### src/indexed_list_insert_delete_defines.svh
// ----------------------------------------------------------------------------
// Indexed list store assertion macros
// Shared property wrappers for the indexed list store checks.
// ----------------------------------------------------------------------------
`ifndef INDEXED_LIST_INSERT_DELETE_DEFINES_SVH
`define INDEXED_LIST_INSERT_DELETE_DEFINES_SVH

// Same-cycle implication, disabled while reset is asserted
`define ILI_ASSERT_NOW(lbl, ante, cons, msg) \
    lbl: assert property (@(posedge i_clk) disable iff (!i_rst_n) (ante) |-> (cons)) \
        else $error(msg);

// Next-cycle implication, disabled while reset is asserted
`define ILI_ASSERT_NEXT(lbl, ante, cons, msg) \
    lbl: assert property (@(posedge i_clk) disable iff (!i_rst_n) (ante) |=> (cons)) \
        else $error(msg);

`endif

### src/ili_pkg.sv
// ----------------------------------------------------------------------------
// Indexed list store package
// Transaction types, request codes, cell commands and controller states.
// ----------------------------------------------------------------------------
package ili_pkg;

    // Request codes carried in req_type
    localparam logic [2:0] REQ_READ       = 3'd0;
    localparam logic [2:0] REQ_INS_HEAD   = 3'd1;
    localparam logic [2:0] REQ_INS_TAIL   = 3'd2;
    localparam logic [2:0] REQ_INS_AT     = 3'd3;
    localparam logic [2:0] REQ_DELETE     = 3'd4;

    // Number of cell taps merged per gather group
    localparam int GRP = 8;

    // Input transaction
    typedef struct packed {
        logic [2:0]         req_type;
        logic [6:0]         index;
        logic signed [31:0] value;
    } t_req;

    // Output transaction
    typedef struct packed {
        logic signed [31:0] read_value;
        logic               found;
        logic               accepted;
        logic [6:0]         count;
    } t_rsp;

    // Command broadcast to every cell of the row
    typedef enum logic [1:0] {
        CELL_HOLD,
        CELL_READ,
        CELL_INSERT,
        CELL_DELETE
    } t_cell_op;

    // Controller states
    typedef enum logic [1:0] {
        ST_IDLE,
        ST_SHIFT,
        ST_GATHER,
        ST_MERGE
    } t_state;

endpackage

### src/ili_cell.sv
// ----------------------------------------------------------------------------
// Indexed list store cell
// One storage slot of the row: holds, loads, or takes a neighbor's word.
// ----------------------------------------------------------------------------
module ili_cell #(
    parameter int DATA_WIDTH = 32,
    parameter int CMP_W      = 7
) (
    input  logic                      i_clk,
    input  ili_pkg::t_cell_op         i_op,
    input  logic [CMP_W-1:0]          i_pos,
    input  logic [CMP_W-1:0]          i_idx,
    input  logic [DATA_WIDTH-1:0]     i_wdata,
    input  logic [DATA_WIDTH-1:0]     i_left,
    input  logic [DATA_WIDTH-1:0]     i_right,
    output logic [DATA_WIDTH-1:0]     o_data,
    output logic [DATA_WIDTH-1:0]     o_tap
);
    import ili_pkg::*;

    logic [DATA_WIDTH-1:0] r_data;
    logic [DATA_WIDTH-1:0] n_data;
    logic [DATA_WIDTH-1:0] r_tap;
    logic [DATA_WIDTH-1:0] n_tap;

    // Pick this slot's next word from its own position against the target
    always_comb begin
        n_data = r_data;
        n_tap  = '0;
        case (i_op)
            CELL_INSERT: begin
                if (i_pos > i_idx) begin
                    n_data = i_left;
                end else if (i_pos == i_idx) begin
                    n_data = i_wdata;
                end
            end
            CELL_DELETE: begin
                if (i_pos >= i_idx) begin
                    n_data = i_right;
                end
            end
            CELL_READ: begin
                if (i_pos == i_idx) begin
                    n_tap = r_data;
                end
            end
            default: begin
                n_data = r_data;
            end
        endcase
    end

    // Hold the slot word and the read tap
    always_ff @(posedge i_clk) begin
        r_data <= n_data;
        r_tap  <= n_tap;
    end

    assign o_data = r_data;
    assign o_tap  = r_tap;

endmodule

### config.mk
export PLATFORM = sky130hd
export DESIGN_NAME = ili_cell
export DESIGN_NICKNAME = d
export VERILOG_FILES = /design/src/indexed_list_insert_delete_defines.svh /design/src/ili_pkg.sv /design/src/ili_cell.sv
export SDC_FILE = /design/constraint.sdc
export NUM_CORES = 1
export LEC_CHECK = 0
export BUFFER_PORTS_ARGS = -buffer_cell sky130_fd_sc_hd__buf_4
export CORE_MARGIN = 1.5
export CORE_UTILIZATION = 35
export CTS_BUF_LIST = sky130_fd_sc_hd__clkbuf_2
export DETAILED_ROUTE_END_ITERATION = 8
export MAX_ROUTING_LAYER = met4
export PLACE_DENSITY = 0.68
export SETUP_SLACK_MARGIN = 0.5
export SYNTH_ARGS = -nofsm -noshare
export SYNTH_HDL_FRONTEND = slang
export SYNTH_SLANG_ARGS = --single-unit
### constraint.sdc
create_clock -name i_clk -period 3.78 [get_ports i_clk]
set_input_delay 0.189 -clock i_clk [delete_from_list [all_inputs] [get_ports i_clk]]
set_output_delay 0.189 -clock i_clk [all_outputs]
set_load 0.1 [all_outputs]
==> flow_summary.toml, run 1 <==
[run_status]
status = "completed"

[synthesis]
netlist_area_um2 = 3250
synth_xor_area_share_pct = 0
ys_seq_elements = 64
yosysTopAreaCellShare_pct = 29.6
synth-edff-count = 32
synth.distinct_cells = 26
synthArstFlopShare_pct = 0
synth_compound_area_share_pct = 16.6
synth_top_family_by_area = "simple AND/OR/NAND/NOR gates"
synth.area.mux_share_pct = 0
yosys-top-cells-area = "edfxtp_1 30%, dfxtp_1 20%, o2111ai_1 8.6%"
synth-main-ff-cell = "edfxtp_1"
yosys_warnings = 0
yosysTopAreaCell = "edfxtp_1"
yosysSeqAreaShare_pct = 49.3
synth.top_cells.by_count = "33 x and2_1, 33 x and3_1"
syn_area_per_cell_um2 = 10.0
synth-simple-area-share_pct = 25.6
yosys.area_share.adder_pct = 2.70
syn_inst = 325
synthesis.nets = 445

[critical_path]
max_stage_delay_ns = 1.05
cp.required_ns = 4.16
critPathTopFamily = "simple AND/OR/NAND/NOR gates"
crit_fanout = 32
path_cells = "buf_4 -> ha_1 -> and4_4 -> and2_1 -> a31oi_1 -> nand3_1 -> dlygate4sd3_1"
cp_slowest_cell = "and2_1"
end_kind = "flip-flop"
path_buf_inv = 2
path_class = "primary input to flip-flop"
crit_arrival_ns = 2.84
cp-start-kind = "primary input"

[routing]
ant_nets = 0
totalWireLength_um = 10600
wl_per_cell_um = 17.3
drcViolationCount = 0
dr_total_vias = 3399
viasPerCell = 5.53
dr.pass1.iters = 4
drt-initial-drc-count = 253

[cts]
cts_htree_levels = 3
cts_setup_buffers = 0
clockRootBuffer = "clkbuf_2"
cts_tree = "done"
insertion_delay_ns = 0.49
clk_pin_slew_ns = 0.20
cts_inserted_buffers = 9
clkSinkCount = 64
clock_path_buffers = 2

[floorplanning]
die_area_um2 = 9870
io_pins = 177
rows = 34
start_util_pct = 36.7
die_h_um = 99.4
core_um2 = 8850
fp.dieW_um = 99.4

[layout]
fill_cells = 805
utilization_pct = 56.1
antennaDiodeCount = 0
syn2layout_area_growth_pct = 52.7
final_nets = 623
finish.instance_area_um2 = 4960
layout-drive-gt1-share_pct = 39.6

[sta]
tightest_slew_ns = 1.37
drv_slew = 0
tns_ns = 0
fin_skew_ns = 0.0341
setup_ws_ns = 1.31
hold_viol_final = 0
final-setup-viol-count = 0
timing.fmax_mhz = 406
relSlewSlack_pct = 8.89
grt_setup_unrepaired = "false"
finalCritPeriodShare_pct = 65.2
min_period_ns = 2.47
hold_ws_ns = 0.0443

[placed_design]
detailed_place_hpwl_um = 7340
place_area_um2 = 4600
gp_congestion = 0.941
pre_cts_slack_ns = 1.30
port_buffers = 176

[global_routing]
grt_max_degree = 37
track_usage_pct = 21.7
antenna_found_initial = 0
grt_overflow = 0
grt_pass1_vias = 3245
grt_pass1_wl_um = 16100

[power_and_ir_drop]
p_leak_nw = 2.30
p_per_area_nw_per_um2 = 392
peakVddDrop_uv = 172

[flow_run]
maxCapViolations = 0

[min_path]
hold_class = "primary input to flip-flop"
metal layers:
metal | routed length, um | GRT usage, % | up-vias
li1 | - | - | 1640
met1 | 4290 | 25.1 | 1565
met2 | 5400 | 37.2 | 169
met3 | 628 | 3.23 | 25
met4 | 284 | 10.1 | 0
met5 | 0 | - | -
path summary, 6_finish.rpt:
check             startpoint    endpoint  slack, ns  depth (start not counted)
setup / recovery    i_pos[6]  o_data[28]       1.31                          7
hold / removal    i_left[15]  o_data[15]       0.04                          3
setup reg to reg  o_data[28]   o_tap[28]       3.05                          1
hold reg to reg    o_data[4]    o_tap[4]       0.49                          1
sequential cells by signal, indices dropped and copies added, names as in the netlist:
name	flops
o_tap	32
o_data	32
cell type report:
| type | count | area [um^2] | area share, % |
|---|---|---|---|
| flip-flops and latches | 64 | 1600 | 32.3 |
| repair buffers | 205 | 1600 | 32.2 |
| multi-input cells | 216 | 1480 | 29.8 |
| well taps | 108 | 135 | 2.72 |
| clock inverters | 5 | 72.6 | 1.46 |
| clock buffers | 10 | 50.0 | 1.01 |
| inverters | 7 | 26.3 | 0.530 |
kinds of logic (layout without fill, tap and decap cells):
logic type / count (synthesis) / count (layout)
AND/OR/NAND/NOR: 136 / 136
AO/OA/AOI/OAI: 73 / 73
flip-flops: 64 / 64
buffers and inverters: 45 / 227
adder cells (fa/ha/maj): 7 / 7
repair_timing:
item / CTS / global route
hold endpoints to repair: 20 / 1
resized for setup: 0 / 0
hold buffers: 23 / 1
through the flow:
step	instances	power (W)
after global routing	615	0.00202
after CTS	614	0.00196
final	615	0.00195
after floorplan	325	0.00128
after detailed placement	576	0.00148
after global placement	576	0.00147
tightest hold or removal path: stages:
cell and delay (ns):
buf_4 0.08, o2111ai_1 0.08, nand3_1 0.08
power breakdown:
group / internal, W / switching [W] / leakage (nW)
combinational: 0.000209 / 0.000472 / 1.68
sequential: 0.000789 / 0.0000217 / 0.548
clock: 0.000214 / 0.000243 / 0.0768
total: 0.00121 / 0.000736 / 2.30
cell usage in the layout (no fill, tap or decap), types with 7 or more instances in the layout:
cell type / netlist / final
buf_4: 1 / 181
and3_1: 33 / 33
and2_1: 33 / 33
o2111ai_1: 32 / 32
nand4_1: 32 / 32
a31oi_1: 32 / 32
nand3_1: 32 / 32
edfxtp_1: 32 / 32
dfxtp_1: 32 / 32
dlygate4sd3_1: 0 / 24
clkbuf_2: 3 / 10
inv_1: 7 / 7
ha_1: 7 / 7
No activity file was read; power rests on OpenSTA's default activity.
==> run 2, diff against run 1 <==
--- a/config.mk
+++ b/config.mk
@@ -11,7 +11,7 @@
 export CTS_BUF_LIST = sky130_fd_sc_hd__clkbuf_2
 export DETAILED_ROUTE_END_ITERATION = 8
 export MAX_ROUTING_LAYER = met4
-export PLACE_DENSITY = 0.68
+export PLACE_DENSITY = 0.65
 export SETUP_SLACK_MARGIN = 0.5
 export SYNTH_ARGS = -nofsm -noshare
 export SYNTH_HDL_FRONTEND = slang
==> constraint.sdc (replaced) <==
create_clock -name i_clk -period 2.45 [get_ports i_clk]
set_input_delay 0.1225 -clock i_clk [delete_from_list [all_inputs] [get_ports i_clk]]
set_output_delay 0.1225 -clock i_clk [all_outputs]
set_load 0.1 [all_outputs]
==> run 2 against run 1 <==
Compared with the run above:
- setup slack got worse by 0.72 ns
- sequential share of layout area shrank 2.6 points
- via count is 6.3% higher
- die area unchanged
- utilization rose by 5.0 points
- cell count rose by 7.0%
- critical path depth rose by 1
- clock power up 62%
- critical path type unchanged
==> flow_summary.toml, run 2 (synthesis gave the netlist of run 1 again) <==
[routing]
viasPerCell = 5.49
totalWireLength_um = 11300
wl_per_cell_um = 17.1
dr.pass1.iters = 5
dr_total_vias = 3613
ant_nets = 0
drcViolationCount = 0
drt-initial-drc-count = 237

[cts]
clockRootBuffer = "clkbuf_2"
cts_htree_levels = 3
clock_path_buffers = 2
insertion_delay_ns = 0.47
cts_tree = "done"
cts_setup_buffers = 0
clk_pin_slew_ns = 0.17
cts_inserted_buffers = 9
clkSinkCount = 64

[power_and_ir_drop]
p_total_w = 0.00311
p_leak_nw = 2.49
peakVddDrop_uv = 286
p_per_area_nw_per_um2 = 575

[layout]
syn2layout_area_growth_pct = 66.3
final_cell_mix = "185 x buf_4, 61 x dlygate4sd3_1, 33 x and3_1"
layout-drive-gt1-share_pct = 38.2
antennaDiodeCount = 0
final_common_cell = "buf_4"
final_nets = 665

[floorplanning]
io_pins = 177
die_h_um = 99.4
start_util_pct = 36.7
die_area_um2 = 9870
fp.dieW_um = 99.4
core_um2 = 8850
rows = 34

[sta]
tns_ns = 0
final-setup-viol-count = 0
drv_slew = 0
min_period_ns = 1.85
hold_viol_final = 0
timing.fmax_mhz = 540
tightest_slew_ns = 1.06
fin_skew_ns = 0.0191
relSlewSlack_pct = 28.9
finalCritPeriodShare_pct = 75.6
hold_ws_ns = 0.0539
grt_setup_unrepaired = "false"

[critical_path]
crit_fanout = 32
r2r_start = "o_data[2]"
cp.required_ns = 2.79
path_cells = "buf_4 -> ha_1 -> a21oi_1 -> o21a_1 -> buf_4 -> nand4_1 -> nand3_1 -> dlygate4sd3_1"
max_stage_delay_ns = 0.55
cp-start-kind = "primary input"
cp_slowest_cell = "dlygate4sd3_1"
path_class = "primary input to flip-flop"
startpoint = "i_pos[6]"
crit_arrival_ns = 2.20
end_kind = "flip-flop"
cp_common_cell = "buf_4"

[placed_design]
port_buffers = 176
detailed_place_hpwl_um = 7680
gp_congestion = 0.874

[min_path]
hold_class = "primary input to flip-flop"
hold_start = "i_left[22]"

[global_routing]
grt_pass1_vias = 3493
grt_pass1_wl_um = 17600
grt_overflow = 0
antenna_found_initial = 0
track_usage_pct = 23.5
grt_max_degree = 67

[run_status]
status = "completed"

[flow_run]
maxCapViolations = 0
==> run 2: changes by cell type in the layout (fill, tap and decap cells not counted), sizes merged <==
cell         before  now
dlygate4sd3      24   61
buf             181  186
clkbuf           10    9
clkinvlp          0    1
inv               7    8
==> run 2: worst paths after layout <==
kind / end / slack, ns / cells past startpoint
setup / recovery: o_data[28] / 0.60 / 8
hold / removal: o_data[22] / 0.05 / 3
setup reg to reg: o_tap[2] / 1.76 / 1
hold reg to reg: o_tap[21] / 0.49 / 1
==> run 2: final cells by class <==
type | instances | area (um^2)
Clock inverter | 7 | 95.1
Fill cell | 761 | 3450
Timing Repair Buffer | 247 | 2020
Tap cell | 108 | 135
Clock buffer | 9 | 45.0
Sequential cell | 64 | 1600
Inverter | 7 | 26.3
Multi-Input combinational cell | 216 | 1480
==> run 2: what timing repair did <==
item                                    in CTS  in global routing
endpoints found under the hold margin       31                  2
resized for setup                            0                  2
hold buffers                                59                  2
endpoints found under the setup margin       0                  4
==> run 2: power breakdown <==
part	leakage, nW	internal [W]	switching (W)	total (W)
combinational	1.87	0.000367	0.000745	0.00111
sequential	0.548	0.00122	0.0000360	0.00125
clock	0.0801	0.000339	0.000400	0.000739
total	2.49	0.00192	0.00118	0.00311
==> run 2: through the flow <==
stage	cell area, um^2	worst slack (ns)	utilization [%]	std cells
4_1_cts	5380	0.526	60.8	656
2_1_floorplan	3260	0.524	-	325
3_5_place_dp	4650	0.255	52.5	581
6_report	5400	0.598	61.1	658
3_3_place_gp	4650	0.268	52.5	581
5_1_grt	5400	0.552	61.1	658
==> run 2: critical path, delay by kind of cell <==
family | cells | cell delay, ns
AOI/OAI and AO/OA | 2 | 0.45
adders and majority gates | 1 | 0.31
buffers and inverters | 3 | 1.04
and+or+nand+nor | 2 | 0.26
==> run 2: layer usage <==
metal	global-route usage [%]	vias to the layer above	wire length (um)
li1	-	1721	-
met1	28.9	1677	4680
met2	38.6	193	5570
met3	4.43	22	765
met4	8.78	0	253
met5	-	-	0
==> run 3, diff against run 2 <==
==> constraint.sdc (replaced) <==
create_clock -name i_clk -period 1.85 [get_ports i_clk]
set_input_delay 0.0925 -clock i_clk [delete_from_list [all_inputs] [get_ports i_clk]]
set_output_delay 0.0925 -clock i_clk [all_outputs]
set_load 0.1 [all_outputs]
==> run 3 against run 2 <==
Compared with the run above:
- the flow now finishes with violations (hold timing)
- global-route usage rose by 1.4 points
- die area stayed put
- clock power is 34% higher
- power is 38% higher
- worst hold slack worse by 0.061 ns
- register-to-register slack lost 0.64 ns
- clock-buffer cell count up 1
- cell count up 4.0%
- setup slack worse by 0.051 ns
- critical path type is now flip-flop to output pin
==> flow_summary.toml, run 3 (synthesis gave the netlist of run 1 again) <==
[run_status]
status = "finished with violations"
failed_checks = "hold timing"

[cts]
clk_pin_slew_ns = 0.20
insertion_delay_ns = 0.52
cts_setup_buffers = 0
clockRootBuffer = "clkbuf_2"
cts_htree_levels = 3
clock_path_buffers = 2
cts_tree = "done"
clkSinkCount = 64
cts_inserted_buffers = 9

[critical_path]
critPathTopFamily = "flip-flops"
path_class = "flip-flop to output pin"
reg2reg_to = "o_tap[21]"
rr_worst_depth = 1
max_stage_delay_ns = 0.40
crit_fanout = 2
cp-start-kind = "flip-flop"
path_buf_inv = 1
path_cells = "buf_4"
end_kind = "output pin"
crit_arrival_ns = 1.21
cp_slowest_cell = "edfxtp_1"
r2r_start = "o_data[21]"
rrSetupSlack_ns = 1.12
cp.required_ns = 1.76

[min_path]
hold_class = "primary input to flip-flop"
hold_start = "i_right[25]"
whs_endpoint = "o_data[25]"
hold_path_depth = 4

[sta]
grt_setup_unrepaired = "true"
fin_skew_ns = 0.0335
relSlewSlack_pct = 73.6
min_period_ns = 1.30
hold_ws_ns = -0.00699
drv_slew = 0
tightest_slew_ns = 0.393
tns_ns = 0
hold_viol_final = 1
timing.fmax_mhz = 767
final-setup-viol-count = 0
finalCritPeriodShare_pct = 70.4

[power_and_ir_drop]
p_per_area_nw_per_um2 = 711
p_leak_nw = 2.66
peakVddDrop_uv = 404

[global_routing]
grt_pass1_vias = 3657
grt_max_degree = 38
track_usage_pct = 24.9
grt_overflow = 0
antenna_found_initial = 1
grt_pass1_wl_um = 18400

[layout]
regArea_um2 = 1600
multi_input_area_um2 = 1770
final_common_cell = "buf_4"
final_nets = 690
fill_cells = 689
syn2layout_area_growth_pct = 85.9
layout.cells.non_filler = 684
final_cell_mix = "173 x buf_4, 78 x dlygate4sd3_1, 33 x and2_1"
layout-drive-gt1-share_pct = 45.7

[routing]
route.met2.wl_um = 6370
totalWireLength_um = 12400
drt-initial-drc-count = 245
dr.pass1.iters = 5
drcViolationCount = 0
met1Wirelength_um = 4890
top_layer = "met4"
wl_per_cell_um = 18.1
ant_nets = 0
dr_total_vias = 3780
viasPerCell = 5.53
met3_length_um = 821

[floorplanning]
start_util_pct = 36.7
core_um2 = 8850
fp.dieW_um = 99.4
die_area_um2 = 9870
die_h_um = 99.4
io_pins = 177
rows = 34

[placed_design]
detailed_place_hpwl_um = 8140
dpl.cell_count = 589
port_buffers = 176
gp_congestion = 0.911

[flow_run]
maxCapViolations = 0
run 3: how the worst max path moves through the flow:
stage / startpoint / cells after the start / end / slack [ns]
floorplan: i_idx[4] / 6 / o_data[0] / 0.07
global placement: i_idx[4] / 8 / o_data[0] / 0.19
detailed placement: i_idx[6] / 8 / o_data[0] / 0.14
CTS: o_data[25] / 1 / o_data[25] / 0.51
global route: o_data[20] / 1 / o_data[20] / 0.49
finish: o_data[0] / 1 / o_data[0] / 0.55
run 3: final cells by class:
class	instances	share of cell area (%)
clock buffer	10	0.829
multi-input combinational	216	29.3
timing repair buffer	272	38.9
inverter	7	0.766
antenna	1	0.0414
tap	108	2.24
sequential	64	26.5
clock inverter	6	1.37
run 3: layer usage:
layer / up-vias / GRT usage [%]
li1: 1774 / -
met1: 1768 / 29.0
met2: 207 / 42.6
met3: 31 / 4.64
met4: 0 / 9.97
met5: - / -
run 3: where the power goes:
group	switching (W)	internal, W	total [W]
Sequential	0.0000535	0.00161	0.00167
Clock	0.000541	0.000447	0.000988
Combinational	0.00105	0.000593	0.00164
Total	0.00164	0.00265	0.00430
run 3: through the flow:
| step | total power (W) | util [%] | instance area [um^2] | setup WS (ns) |
|---|---|---|---|---|
| 6_report | 0.00430 | 68.3 | 6040 | 0.547 |
| 5_1_grt | 0.00445 | 68.3 | 6040 | 0.494 |
| 4_1_cts | 0.00425 | 66.8 | 5910 | 0.513 |
| 3_5_place_dp | 0.00315 | 57.2 | 5060 | 0.137 |
| 3_3_place_gp | 0.00314 | 57.2 | 5060 | 0.185 |
| 2_1_floorplan | 0.00269 | - | 3630 | 0.0692 |
run 3: what timing repair did:
| item | in CTS | in global routing |
|---|---|---|
| endpoints found under the hold margin | 32 | 6 |
| gates resized for setup | 0 | 17 |
| hold buffers | 72 | 6 |
| setup endpoints to repair | 0 | 17 |
